--- src/design/afba_pkg.sv ---
package afba_pkg;

   localparam int SAMPLE_W     = 12;
   localparam int BYTE_W       = 8;
   localparam int POS_W        = 3;
   localparam int SAMPLE_SHIFT = 4;

   localparam logic [POS_W-1:0] POS_X_HI = 3'd1;
   localparam logic [POS_W-1:0] POS_Y_HI = 3'd3;
   localparam logic [POS_W-1:0] POS_Z_HI = 3'd5;

   localparam logic signed [SAMPLE_W-1:0] ERR_X = 12'sd1;
   localparam logic signed [SAMPLE_W-1:0] ERR_Y = 12'sd0;
   localparam logic signed [SAMPLE_W-1:0] ERR_Z = -12'sd1;

   typedef struct packed {
      logic valid;
      logic failed;
   } done_ctrl_type;

endpackage

--- src/design/afba_accum.sv ---
module afba_accum #(
   parameter int SAMPLES = 12
) (
   input  logic                               clock,
   input  logic                               reset,
   input  logic                               item_valid,
   input  logic [afba_pkg::BYTE_W-1:0]        item_byte,
   input  logic                               item_err,
   output logic                               item_take,
   input  logic                               done_take,
   output afba_pkg::done_ctrl_type            done_ctrl,
   output logic signed [afba_pkg::SAMPLE_W+$clog2(SAMPLES)-1:0] done_sum_x,
   output logic signed [afba_pkg::SAMPLE_W+$clog2(SAMPLES)-1:0] done_sum_y,
   output logic signed [afba_pkg::SAMPLE_W+$clog2(SAMPLES)-1:0] done_sum_z
);

   localparam int SUM_W = afba_pkg::SAMPLE_W + $clog2(SAMPLES);
   localparam int IDX_W = (SAMPLES > 1) ? $clog2(SAMPLES) : 1;
   localparam logic [IDX_W-1:0] IDX_LAST = IDX_W'(SAMPLES - 1);

   logic [afba_pkg::POS_W-1:0]  pos_ff, pos_in;
   logic [IDX_W-1:0]            idx_ff, idx_in;
   logic [afba_pkg::BYTE_W-1:0] low_ff, low_in;
   logic signed [SUM_W-1:0]     sum_x_ff, sum_x_in;
   logic signed [SUM_W-1:0]     sum_y_ff, sum_y_in;
   logic signed [SUM_W-1:0]     sum_z_ff, sum_z_in;

   afba_pkg::done_ctrl_type     done_ctrl_ff, done_ctrl_in;
   logic signed [SUM_W-1:0]     done_x_ff, done_x_in;
   logic signed [SUM_W-1:0]     done_y_ff, done_y_in;
   logic signed [SUM_W-1:0]     done_z_ff, done_z_in;

   logic [2*afba_pkg::BYTE_W-1:0]     word;
   logic signed [afba_pkg::SAMPLE_W-1:0] sample;
   logic signed [SUM_W-1:0]           sample_ext;
   logic                              last_triple;
   logic                              makes_result;
   logic                              done_ready;

   assign word         = {item_byte, low_ff};
   assign sample       = $signed(word[afba_pkg::SAMPLE_SHIFT +: afba_pkg::SAMPLE_W]);
   assign sample_ext   = SUM_W'(sample);
   assign last_triple  = (pos_ff == afba_pkg::POS_Z_HI) && (idx_ff == IDX_LAST);
   assign makes_result = item_err || last_triple;
   assign done_ready   = !done_ctrl_ff.valid || done_take;
   assign item_take    = item_valid && (!makes_result || done_ready);

   always_comb begin
      pos_in       = pos_ff;
      idx_in       = idx_ff;
      low_in       = low_ff;
      sum_x_in     = sum_x_ff;
      sum_y_in     = sum_y_ff;
      sum_z_in     = sum_z_ff;
      done_ctrl_in = done_ctrl_ff;
      done_x_in    = done_x_ff;
      done_y_in    = done_y_ff;
      done_z_in    = done_z_ff;

      if (done_take) begin
         done_ctrl_in.valid = 1'b0;
      end

      if (item_take) begin
         if (item_err) begin
            pos_in              = '0;
            idx_in              = '0;
            low_in              = '0;
            sum_x_in            = '0;
            sum_y_in            = '0;
            sum_z_in            = '0;
            done_ctrl_in.valid  = 1'b1;
            done_ctrl_in.failed = 1'b1;
         end else begin
            if (!pos_ff[0]) begin
               low_in = item_byte;
            end else if (pos_ff == afba_pkg::POS_X_HI) begin
               sum_x_in = sum_x_ff + sample_ext;
            end else if (pos_ff == afba_pkg::POS_Y_HI) begin
               sum_y_in = sum_y_ff + sample_ext;
            end else begin
               sum_z_in = sum_z_ff + sample_ext;
            end

            if (pos_ff == afba_pkg::POS_Z_HI) begin
               pos_in = '0;
               idx_in = last_triple ? '0 : idx_ff + 1'b1;
            end else begin
               pos_in = pos_ff + 1'b1;
            end

            if (last_triple) begin
               done_ctrl_in.valid  = 1'b1;
               done_ctrl_in.failed = 1'b0;
               done_x_in           = sum_x_in;
               done_y_in           = sum_y_in;
               done_z_in           = sum_z_in;
               low_in              = '0;
               sum_x_in            = '0;
               sum_y_in            = '0;
               sum_z_in            = '0;
            end
         end
      end
   end

   always_ff @(posedge clock) begin
      if (reset) begin
         pos_ff       <= '0;
         idx_ff       <= '0;
         low_ff       <= '0;
         sum_x_ff     <= '0;
         sum_y_ff     <= '0;
         sum_z_ff     <= '0;
         done_ctrl_ff <= '0;
      end else begin
         pos_ff       <= pos_in;
         idx_ff       <= idx_in;
         low_ff       <= low_in;
         sum_x_ff     <= sum_x_in;
         sum_y_ff     <= sum_y_in;
         sum_z_ff     <= sum_z_in;
         done_ctrl_ff <= done_ctrl_in;
      end
   end

   always_ff @(posedge clock) begin
      done_x_ff <= done_x_in;
      done_y_ff <= done_y_in;
      done_z_ff <= done_z_in;
   end

   assign done_ctrl  = done_ctrl_ff;
   assign done_sum_x = done_x_ff;
   assign done_sum_y = done_y_ff;
   assign done_sum_z = done_z_ff;

`ifndef SYNTHESIS
   a_pos_range: assert property (@(posedge clock) disable iff (reset)
      pos_ff <= afba_pkg::POS_Z_HI)
      else $error("byte position out of range");

   a_err_clears: assert property (@(posedge clock) disable iff (reset)
      item_take && item_err |=> pos_ff == '0 && idx_ff == '0 && sum_x_ff == '0)
      else $error("bus error did not clear state");

   a_err_result: assert property (@(posedge clock) disable iff (reset)
      item_take && item_err |=> done_ctrl_ff.valid && done_ctrl_ff.failed)
      else $error("bus error did not queue failed result");
`endif

endmodule

--- src/design/afba_divide.sv ---
module afba_divide #(
   parameter int SAMPLES = 12
) (
   input  logic                                              clock,
   input  logic                                              reset,
   input  afba_pkg::done_ctrl_type                           done_ctrl,
   input  logic signed [afba_pkg::SAMPLE_W+$clog2(SAMPLES)-1:0] done_sum_x,
   input  logic signed [afba_pkg::SAMPLE_W+$clog2(SAMPLES)-1:0] done_sum_y,
   input  logic signed [afba_pkg::SAMPLE_W+$clog2(SAMPLES)-1:0] done_sum_z,
   output logic                                              done_take,
   output logic                                              out_valid,
   input  logic                                              out_stall,
   output logic signed [afba_pkg::SAMPLE_W-1:0]              out_x,
   output logic signed [afba_pkg::SAMPLE_W-1:0]              out_y,
   output logic signed [afba_pkg::SAMPLE_W-1:0]              out_z,
   output logic                                              out_failed
);

   localparam int L      = $clog2(SAMPLES);
   localparam int SUM_W  = afba_pkg::SAMPLE_W + L;
   localparam int MW     = SUM_W + 2;
   localparam int PW     = SUM_W + MW;
   localparam logic [MW-1:0] RECIP = MW'((64'd1 << (SUM_W + L)) / SAMPLES + 64'd1);

   logic signed [SUM_W-1:0]              sums [3];
   logic signed [afba_pkg::SAMPLE_W-1:0] avg  [3];

   logic                                 valid_ff, valid_in;
   logic                                 failed_ff, failed_in;
   logic signed [afba_pkg::SAMPLE_W-1:0] x_ff, x_in;
   logic signed [afba_pkg::SAMPLE_W-1:0] y_ff, y_in;
   logic signed [afba_pkg::SAMPLE_W-1:0] z_ff, z_in;
   logic                                 out_free;

   assign sums[0] = done_sum_x;
   assign sums[1] = done_sum_y;
   assign sums[2] = done_sum_z;

   for (genvar a = 0; a < 3; a++) begin : g_axis
      logic                          neg;
      logic [SUM_W-1:0]              mag;
      logic [PW-1:0]                 prod;
      logic [afba_pkg::SAMPLE_W-1:0] quo;

      assign neg  = sums[a][SUM_W-1];
      assign mag  = neg ? SUM_W'(-sums[a]) : SUM_W'(sums[a]);
      assign prod = PW'(mag) * PW'(RECIP);
      assign quo  = prod[SUM_W+L +: afba_pkg::SAMPLE_W];
      assign avg[a] = neg ? $signed(-quo) : $signed(quo);
   end

   assign out_free  = !valid_ff || !out_stall;
   assign done_take = done_ctrl.valid && out_free;

   always_comb begin
      valid_in  = valid_ff;
      failed_in = failed_ff;
      x_in      = x_ff;
      y_in      = y_ff;
      z_in      = z_ff;
      if (out_free) begin
         valid_in = done_ctrl.valid;
         if (done_ctrl.valid) begin
            failed_in = done_ctrl.failed;
            if (done_ctrl.failed) begin
               x_in = afba_pkg::ERR_X;
               y_in = afba_pkg::ERR_Y;
               z_in = afba_pkg::ERR_Z;
            end else begin
               x_in = avg[0];
               y_in = avg[1];
               z_in = avg[2];
            end
         end
      end
   end

   always_ff @(posedge clock) begin
      if (reset) begin
         valid_ff <= 1'b0;
      end else begin
         valid_ff <= valid_in;
      end
   end

   always_ff @(posedge clock) begin
      failed_ff <= failed_in;
      x_ff      <= x_in;
      y_ff      <= y_in;
      z_ff      <= z_in;
   end

   assign out_valid  = valid_ff;
   assign out_failed = failed_ff;
   assign out_x      = x_ff;
   assign out_y      = y_ff;
   assign out_z      = z_ff;

`ifndef SYNTHESIS
   a_take_loads: assert property (@(posedge clock) disable iff (reset)
      done_take |=> valid_ff)
      else $error("taken result not presented");

   a_err_vector: assert property (@(posedge clock) disable iff (reset)
      valid_ff && failed_ff |-> x_ff == afba_pkg::ERR_X && y_ff == afba_pkg::ERR_Y
         && z_ff == afba_pkg::ERR_Z)
      else $error("failed result without error vector");

   a_stall_holds: assert property (@(posedge clock) disable iff (reset)
      valid_ff && out_stall |=> valid_ff && $stable({failed_ff, x_ff, y_ff, z_ff}))
      else $error("stalled result changed");
`endif

endmodule

--- src/design/accel_fifo_block_averager_top.sv ---
// Channel   Direction  Handshake           Payload
// req       in         req_valid/req_stall req_data_byte[7:0], req_bus_error
// rsp       out        rsp_valid/rsp_stall rsp_avg_x/y/z[11:0] signed, rsp_failed
//
// One byte transfer per cycle while req_stall is low; input register, accumulator, result register.
// A result passes the input register, accumulator slot and result register after
// a block's last byte or a bus error. The average is a single reciprocal
// multiply per axis. Synchronous active-high reset clears counters, sums and valids.
// rsp_stall holds the result register; req_stall rises only when a result
// would need a result slot that is still full.
module accel_fifo_block_averager_top #(
   parameter int SAMPLES = 12
) (
   input  logic                                 clock,
   input  logic                                 reset,
   input  logic                                 req_valid,
   output logic                                 req_stall,
   input  logic [afba_pkg::BYTE_W-1:0]          req_data_byte,
   input  logic                                 req_bus_error,
   output logic                                 rsp_valid,
   input  logic                                 rsp_stall,
   output logic signed [afba_pkg::SAMPLE_W-1:0] rsp_avg_x,
   output logic signed [afba_pkg::SAMPLE_W-1:0] rsp_avg_y,
   output logic signed [afba_pkg::SAMPLE_W-1:0] rsp_avg_z,
   output logic                                 rsp_failed
);

   localparam int SUM_W = afba_pkg::SAMPLE_W + $clog2(SAMPLES);

   logic                        in_valid_ff, in_valid_in;
   logic [afba_pkg::BYTE_W-1:0] in_byte_ff, in_byte_in;
   logic                        in_err_ff, in_err_in;
   logic                        item_take;
   logic                        done_take;
   afba_pkg::done_ctrl_type     done_ctrl;
   logic signed [SUM_W-1:0]     done_sum_x;
   logic signed [SUM_W-1:0]     done_sum_y;
   logic signed [SUM_W-1:0]     done_sum_z;
   logic                        req_xfer;

   assign req_stall = in_valid_ff && !item_take;
   assign req_xfer  = req_valid && !req_stall;

   always_comb begin
      in_valid_in = in_valid_ff;
      in_byte_in  = in_byte_ff;
      in_err_in   = in_err_ff;
      if (!in_valid_ff || item_take) begin
         in_valid_in = req_xfer;
         in_byte_in  = req_data_byte;
         in_err_in   = req_bus_error;
      end
   end

   always_ff @(posedge clock) begin
      if (reset) begin
         in_valid_ff <= 1'b0;
      end else begin
         in_valid_ff <= in_valid_in;
      end
   end

   always_ff @(posedge clock) begin
      in_byte_ff <= in_byte_in;
      in_err_ff  <= in_err_in;
   end

   afba_accum #(
      .SAMPLES(SAMPLES)
   ) u_accum (
      .clock      (clock),
      .reset      (reset),
      .item_valid (in_valid_ff),
      .item_byte  (in_byte_ff),
      .item_err   (in_err_ff),
      .item_take  (item_take),
      .done_take  (done_take),
      .done_ctrl  (done_ctrl),
      .done_sum_x (done_sum_x),
      .done_sum_y (done_sum_y),
      .done_sum_z (done_sum_z)
   );

   afba_divide #(
      .SAMPLES(SAMPLES)
   ) u_divide (
      .clock      (clock),
      .reset      (reset),
      .done_ctrl  (done_ctrl),
      .done_sum_x (done_sum_x),
      .done_sum_y (done_sum_y),
      .done_sum_z (done_sum_z),
      .done_take  (done_take),
      .out_valid  (rsp_valid),
      .out_stall  (rsp_stall),
      .out_x      (rsp_avg_x),
      .out_y      (rsp_avg_y),
      .out_z      (rsp_avg_z),
      .out_failed (rsp_failed)
   );

endmodule
--- config.mk ---
export PLATFORM = sky130hd
export DESIGN_NAME = accel_fifo_block_averager_top
export DESIGN_NICKNAME = d
export VERILOG_FILES = /design/src/design/afba_pkg.sv /design/src/design/afba_accum.sv /design/src/design/afba_divide.sv /design/src/design/accel_fifo_block_averager_top.sv
export SDC_FILE = /design/constraint.sdc
export NUM_CORES = 1
export LEC_CHECK = 0
export BUFFER_PORTS_ARGS = -buffer_cell sky130_fd_sc_hd__buf_2
export CAP_MARGIN = 20
export CORE_UTILIZATION = 50
export DETAILED_ROUTE_END_ITERATION = 8
export GPL_TIMING_DRIVEN = 0
export PLACE_DENSITY = 0.66
export SYNTH_ARGS = -nofsm -noshare
export SYNTH_HDL_FRONTEND = slang
export SYNTH_SLANG_ARGS = --single-unit
--- constraint.sdc ---
create_clock -name clock -period 13.32 [get_ports clock]
set_input_delay 1.332 -clock clock [delete_from_list [all_inputs] [get_ports clock]]
set_output_delay 1.332 -clock clock [all_outputs]
set_load 0.1 [all_outputs]
Word level (Yosys, flattened, before mapping)
Index checks and enable logic that the tools add are counted.

word-level totals
  bits in registers = 161
  latch bits = 0
  bits in writable memories = 0
  memory bits (read-only) = 0
  bits of input ports = 13
  output and inout bits = 39
  logic and storage cells = 95
  memories kept = 0

cells by class
  $add $sub $neg = 11
  $mul = 3
  divide/modulo/power cells = 0
  order comparisons = 0
  equal/unequal tests = 5
  shift operators = 0
  muxes and demuxes = 32
  bitwise operators = 1
  reductions and logical operators = 24

operator list
  cell                    number
  $mux 16                 17
  $mul 16x16->31 const B  3
  $add 16x12->16          3
  $neg 16->16             3
  $mux 12                 3
  $neg 12->12             3
  $mux 8                  3
  $mux 4                  3
  $reduce_and 2->1        4
  $logic_not 1->1         7
  $mux 2                  3
  $mux 3                  2
  $logic_and 1x1->1       5
  $logic_or 1x1->1        5
  $add 4x1->4 const B     1
  $eq 4x4->1 const B      1
  $reduce_bool 2->1       2
  $add 3x1->3 const B     1
  $eq 3x1->1 const B      1
  $eq 3x2->1 const B      1
  $eq 3x3->1 const B      1
  $ne 3x3->1 const B      1
  $reduce_and 3->1        1
  $mux 1                  1
  $not 1->1               1

Depth between registers and ports, before layout
Gate-level depths: netlist (run 1).

  depth after elaboration = 10
  gate-level depth with buffers = 34
  mapped depth without buffers = 34

Cells and area by module
Synthesis (run 1) repeated with hierarchy kept, for this count alone.

second synthesis, totals
  cell total of the unflattened synthesis = 2579
  area, all modules = 23745.3 um^2

by module, submodules not included
  module                         instances  cells each  area each (um^2)
  afba_divide                    1          1808        16666.0
  afba_accum                     1          757         6759.0
  accel_fifo_block_averager_top  1          14          320.3

Worst setup path before layout (run 1)
No wires, ideal clock.

  path kind = reg-to-reg
  start = register u_accum.done_x_ff[0] (netlist: u_accum.done_sum_x[0])
  end = register u_divide.x_ff, in the netlist u_divide.out_x[11], data pin
  library setup time = 0.262 ns
  data arrival time = 7.876 ns
  data required time = 13.058 ns
  path slack = 5.181 ns
  cell stages (with the launch flop) = 27
  buffers on the path = 0
  cell sequence = edfxtp_1 -> or3_1 -> or3b_1 -> or3b_1 -> nor4b_1 -> ha_1 -> ha_1 -> inv_1 -> fa_1 -> inv_1 -> fa_1 -> fa_1 -> inv_1 -> fa_1 -> inv_1 -> ha_1 -> nand3_1 -> nor4_1 -> nand4_2 -> a21oi_2 -> o211ai_2 -> a21o_1 -> a31o_1 -> or3b_4 -> o31ai_2 -> xnor2_1 -> mux2_1

between the ends
  word-level cells in the longest chain between the ends = 5

ends and longest elaborated chain
  item                    RTL line           text
  start, declared         afba_accum.sv:29   logic signed [SUM_W-1:0] done_x_ff, done_x_in;
  start signal, assigned  afba_accum.sv:128  done_x_ff <= done_x_in;
  $neg 16->16             afba_divide.sv:46  assign mag = neg ? SUM_W'(-sums[a]) : SUM_W'(sums[a]);
  $mux 16 *               afba_divide.sv:46
  $mul 16x16->31 *        afba_divide.sv:47  assign prod = PW'(mag) * PW'(RECIP);
  $neg 12->12             afba_divide.sv:49  assign avg[a] = neg ? $signed(-quo) : $signed(quo);
  $mux 12 *               afba_divide.sv:49
  end signal, assigned    afba_divide.sv:88  x_ff <= x_in;
  end, declared           afba_divide.sv:30  logic signed [afba_pkg::SAMPLE_W-1:0] x_ff, x_in;

Mark *: on every way between the ends. The rest lies on a longest branch, timed or not.
A chain may end at the register's enable or synchronous reset.

Worst setup path after layout (run 1)
  start = register u_accum.done_z_ff[15] (netlist: u_accum.done_sum_z[15])
  end = register u_divide.z_ff, in the netlist u_divide.out_z[10], data pin

between the ends
  word-level cells in the longest chain between the ends = 5

ends and longest elaborated chain
  item                    RTL line           text
  start, declared         afba_accum.sv:31   logic signed [SUM_W-1:0] done_z_ff, done_z_in;
  start signal, assigned  afba_accum.sv:130  done_z_ff <= done_z_in;
  $neg 16->16             afba_divide.sv:46
  $mux 16                 afba_divide.sv:46
  $mul 16x16->31          afba_divide.sv:47
  $neg 12->12             afba_divide.sv:49
  $mux 12 *               afba_divide.sv:49
  end signal, assigned    afba_divide.sv:90  z_ff <= z_in;
  end, declared           afba_divide.sv:32  logic signed [afba_pkg::SAMPLE_W-1:0] z_ff, z_in;

Marked as above.

==> impl_metrics.toml, run 1 <==
[routing]
first_iter_violations = 856
wl_um = 50600
wire_per_inst_um = 16.4
ant_nets = 0
dr.pass1.iters = 5
vias = 16500
drc = 0
viasPerCell = 5.34

[die]
dieWidth_um = 214
initial_core_util = 0.509
coreArea_um2 = 44300
rows = 77
die_area_um2 = 45900
design.portCount = 52
fp.dieH_um = 214

[power_and_ir_drop]
p_leak_nw = 12.6
finalPower_mw = 1.09
p_per_area_nw_per_um2 = 44.9
irDropWorstVdd_v = 0.0000981

[worst_setup_path]
end_kind = "flop"
critical_path_class = "reg -> reg"
critical_path.max_fanout = 10
critPathLaunchType = "flop"
arrival_ns = 9.46
cp.required_ns = 13.54

[final_layout]
area_growth_pct = 7.38
drive_gt1_frac = 0.0485
stdcell_count = 3086
final_area_um2 = 24200
fillers = 4036
fin_util = 0.546
final_net_count = 3153
diodes = 0

[sta]
relSlewSlack = 0.393
rsz0062_at_grt = "no"
min_period_ns = 9.24
maxSlewViolCount = 0
setup_viol = 0
finalHoldViolCount = 0
hold_ws_ns = 0.494
period_share = 0.694
finalSetupTns_ns = 0
worstMarginPinSlew_ns = 0.904
max_freq_mhz = 108
setup_slack_ns = 4.08
fin_skew_ns = 0.0126

[logic_synthesis]
syn-num-nets = 3078
synth_top_cell_area_share = 0.238
yosysMostFrequentCell = "inv_1"
avgSynthCellArea_um2 = 9.37
synth-seq-area-share = 0.181
synthFlopType = "edfxtp_1"
synth_cell_types = 80
yosys-top-cells-count = "inv_1, ha_1, fa_1"
yosys_warnings = 0
ys_ff_latch = 157
synthTopCellsByArea = "ha_1, fa_1, edfxtp_1, inv_1, dfxtp_1"
syn_inst = 2406
synthArstFlopShare = 0
netlist_area_um2 = 22500
synth_edf_count = 94
synth_top_cell_by_area = "ha_1"

[clock_tree]
clockRootBuffer = "clkbuf_16"
cts_buffer_depth = 2
cts_setup_buffers = 0
cts_tree = "done"
htree_levels = 4
cts_inserted_buffers = 17
cts_resized = 0
insertion_delay_ns = 0.47
cts_hold_buf = 0
numClockSinks = 157
clkTransAtPathRegs_ns = 0.07

[job]
cap_viol_max_count = 0

[grt]
grt_pass1_vias = 16800
grt_usage = 0.230
antenna_found_initial = 2
grt_start_max_net_pins = 26
grt_pass1_wl_um = 84000
grt.overflow.total = 0

[placement]
place_congestion = 0.928
placedCellCount = 3054
dp_hpwl_um = 43000
io_buffers = 50
pre_cts_ws_ns = 4.26
dpl_cell_area_um2 = 23600

[worst_hold_path]
hp-class = "reg -> reg"

[run_status]
outcome = "complete, no violations"
## power breakdown
part           internal (mW)  leakage [nW]  total, mW  switching (mW)
Sequential             0.516          1.47      0.523         0.00691
Clock                  0.264         0.288      0.495           0.232
Combinational         0.0187          10.8     0.0680          0.0493
## logic make-up after synthesis
group / share of synthesized area
fa+ha+maj: 0.443
buf+inv: 0.0927
simple gates: 0.0987
compound gates: 0.109
xor+xnor: 0.0713
flops: 0.181
mux: 0.00461
## worst paths after layout
kind                          start                  to  slack, ns  cells past startpoint
max          u_accum.done_sum_z[15]  u_divide.out_z[10]       4.08                     27
min               u_accum.pos_ff[1]   u_accum.pos_ff[1]       0.49                      2
max reg2reg  u_accum.done_sum_z[15]  u_divide.out_z[10]       4.08                     27
min reg2reg       u_accum.pos_ff[1]   u_accum.pos_ff[1]       0.49                      2
## registers in the layout, indices dropped and copies added (netlist names), 4 cells and up
signal	cells
in_byte_ff	8
u_accum.done_sum_x	16
u_accum.done_sum_y	16
u_accum.done_sum_z	16
u_accum.idx_ff	4
u_accum.low_ff	4
u_accum.sum_x_ff	16
u_accum.sum_y_ff	16
u_accum.sum_z_ff	16
u_divide.out_x	12
u_divide.out_y	12
u_divide.out_z	12
## cell usage in the layout (no fill, tap or decap), types with 43 or more instances in the layout
| cell | netlist | layout |
|---|---|---|
| ha_1 | 428 | 428 |
| fa_1 | 231 | 231 |
| a21oi_1 | 86 | 86 |
| clkbuf_1 | 43 | 43 |
| edfxtp_1 | 94 | 94 |
| buf_2 | 0 | 50 |
| xnor2_1 | 127 | 127 |
| nand2_1 | 155 | 155 |
| o21ai_0 | 77 | 77 |
| xor2_1 | 52 | 52 |
| dfxtp_1 | 63 | 63 |
| inv_1 | 508 | 508 |
| nor2_1 | 138 | 138 |
## routing by layer
metal	wire, um	part of all wire	track usage	vias up
li1	-	-	-	8143
met3	2320	0.046	0.0352	76
met4	1420	0.028	0.0838	0
met5	0	0	0	-
met1	23000	0.45	0.299	7917
met2	23900	0.47	0.386	358
## critical path, cell delays in order, from the launching register on
cell and delay [ns]:
edfxtp_1 0.52, clkbuf_1 0.53, clkbuf_1 0.56, clkbuf_1 0.60, nand2_1 0.14, xnor2_1 0.51
ha_1 0.39, inv_1 0.10, fa_1 0.44, fa_1 0.50, inv_1 0.05, fa_1 0.46
fa_1 0.54, inv_1 0.06, fa_1 0.48, inv_1 0.05, ha_1 0.30, nand3_1 0.15
nor4_1 0.49, nand4_1 0.24, a41oi_1 0.44, or2_2 0.20, a31oi_1 0.10, nand2b_1 0.19
or3_1 0.42, o31a_1 0.33, xnor2_1 0.15, nand2b_1 0.07
## layout make-up
| type | count | area (um^2) | area share |
|---|---|---|---|
| Multi-Input combinational cell | 1694 | 16400 | 0.677 |
| Sequential cell | 157 | 4080 | 0.169 |
| Inverter | 508 | 1910 | 0.0788 |
| Tap cell | 592 | 741 | 0.0306 |
| Clock buffer | 17 | 425 | 0.0176 |
| Timing Repair Buffer | 56 | 323 | 0.0133 |
| Buffer | 47 | 184 | 0.00760 |
| Clock inverter | 15 | 153 | 0.00631 |
Note: power is estimated with default switching activity, not from simulation.
==> run 2, diff against run 1 <==
--- a/config.mk
+++ b/config.mk
@@ -10,7 +10,7 @@
 export CORE_UTILIZATION = 50
 export DETAILED_ROUTE_END_ITERATION = 8
 export GPL_TIMING_DRIVEN = 0
-export PLACE_DENSITY = 0.66
+export PLACE_DENSITY = 0.69
 export SYNTH_ARGS = -nofsm -noshare
 export SYNTH_HDL_FRONTEND = slang
 export SYNTH_SLANG_ARGS = --single-unit
==> constraint.sdc (replaced) <==
create_clock -name clock -period 7.5 [get_ports clock]
set_input_delay 0.75 -clock clock [delete_from_list [all_inputs] [get_ports clock]]
set_output_delay 0.75 -clock clock [all_outputs]
set_load 0.1 [all_outputs]
==> impl_metrics.toml, run 2 (synthesized netlist as in run 1, its figures left out) <==
[grt]
antenna_found_initial = 1
grt_start_max_net_pins = 25
grt_usage = 0.229
grt_pass1_vias = 17400
grt.overflow.total = 0
grt_pass1_wl_um = 85000

[power_and_ir_drop]
irDropWorstVdd_v = 0.000139
p_leak_nw = 13.4
p_per_area_nw_per_um2 = 71.5
finalPower_mw = 1.91

[routing]
viasPerCell = 5.41
drc = 0
vias = 17300
dr.pass1.iters = 5
ant_nets = 0
first_iter_violations = 883
wl_um = 53600
wire_per_inst_um = 16.8

[sta]
finalSetupTns_ns = -0.694
worstMarginPinSlew_ns = 0.857
rsz0062_at_grt = "yes"
setup_viol = 8
relSlewSlack = 0.429
period_share = 1.04
fin_skew_ns = 0.0184
maxSlewViolCount = 0
setup_slack_ns = -0.275
finalHoldViolCount = 0
min_period_ns = 7.78
max_freq_mhz = 129

[worst_setup_path]
worstReg2RegStart = "u_accum.done_sum_x[1]"
critical_path.max_fanout = 4
cp_top_family = "adder cells"
reg2reg_slack_ns = -0.28
critPathLaunchType = "flop"
cp_slowest_stage_delay_ns = 0.52
critPathSlowestCell = "fa_1"
arrival_ns = 7.96
r2r-end = "u_divide.out_x[11]"
r2r_cells = 28
critical_path_class = "reg -> reg"
worst-path-buf-inv = 6
cp.required_ns = 7.69
end_kind = "flop"

[die]
coreArea_um2 = 44300
die_area_um2 = 45900
initial_core_util = 0.509
fp.dieH_um = 214
dieWidth_um = 214
rows = 77
design.portCount = 52

[worst_hold_path]
min_from = "req_data_byte[5]"
hp-class = "in -> reg"
hold-path-cell-count = 1
hold_end = "in_byte_ff[5]"

[clock_tree]
cts_buffer_depth = 2
cts_hold_buf = 0
clkTransAtPathRegs_ns = 0.06
htree_levels = 4
clockRootBuffer = "clkbuf_16"
cts_tree = "done"
numClockSinks = 157
insertion_delay_ns = 0.45
cts_inserted_buffers = 17

[final_layout]
drive_gt1_frac = 0.174
final_cell_mix = "inv_1, ha_1, fa_1"
layout_commonest_cell = "inv_1"
area_growth_pct = 18.4
fillers = 3619
final_net_count = 3262

[placement]
place_congestion = 0.916
io_buffers = 50
dp_hpwl_um = 42200
pre_cts_ws_ns = -1.39

[run_status]
violations = "setup timing"
outcome = "finished with violations"

[job]
cap_viol_max_count = 0
-- run 2: cell count changes in the layout (fill, tap and decap cells not counted), moves of 21 or more --
cell,previous run,this run
ha_4,0,36
xnor2_2,0,21
xnor2_1,127,102
inv_1,508,486
buf_4,0,105
inv_2,0,21
ha_1,428,384
-- run 2: worst max path at each step --
stage	startpoint	endpoint	slack (ns)	cells past startpoint
final	u_accum.done_sum_x[1]	u_divide.out_x[11]	-0.28	28
after detailed placement	u_accum.done_sum_z[15]	u_divide.out_z[10]	-1.39	27
after global routing	u_accum.done_sum_x[0]	u_divide.out_x[11]	-0.56	31
after floorplan	u_accum.done_sum_x[0]	u_divide.out_x[11]	-0.05	27
after global placement	u_accum.done_sum_z[15]	u_divide.out_z[10]	-1.31	27
after CTS	u_accum.done_sum_x[1]	u_divide.out_x[11]	-0.24	27
-- run 2: area by class of cell --
cell class,count,area [um^2],area share
Antenna cell,1,2.50,0.0000938
Buffer,46,198,0.00741
Clock buffer,21,462,0.0173
Clock inverter,11,105,0.00394
Inverter,508,1910,0.0715
Multi-Input combinational cell,1694,18000,0.674
Sequential cell,157,4080,0.153
Tap cell,592,741,0.0278
Timing Repair Buffer,166,1190,0.0448
-- run 2: repair_timing --
item,4_1_cts,5_1_grt
pin swaps,76,95
buffers inserted,59,53
hold endpoints to repair,0,0
resized for setup,115,156
endpoints found under the setup margin,28,26
-- run 2: stage by stage --
stage	cell area, um^2	utilization	cells	hold WS, ns
final	26700	0.602	3196	0.470
after global routing	26700	0.602	3196	0.453
after CTS	25500	0.575	3144	0.451
after detailed placement	23800	0.538	3053	0.478
after global placement	23700	0.535	3048	0.453
after floorplan	22700	-	2406	0.445
-- run 2: where the power goes --
group          internal (mW)  total (mW)  switching, mW
combinational         0.0335       0.121         0.0880
clock                  0.479       0.855          0.376
sequential             0.917       0.931         0.0133
-- run 2: metal layers --
metal  up-vias  share of wire  GRT usage
met5         -              0          0
met1      8516           0.44      0.304
met4         0          0.019     0.0619
met3        56          0.041     0.0329
met2       381           0.50      0.390
li1       8352              -          -
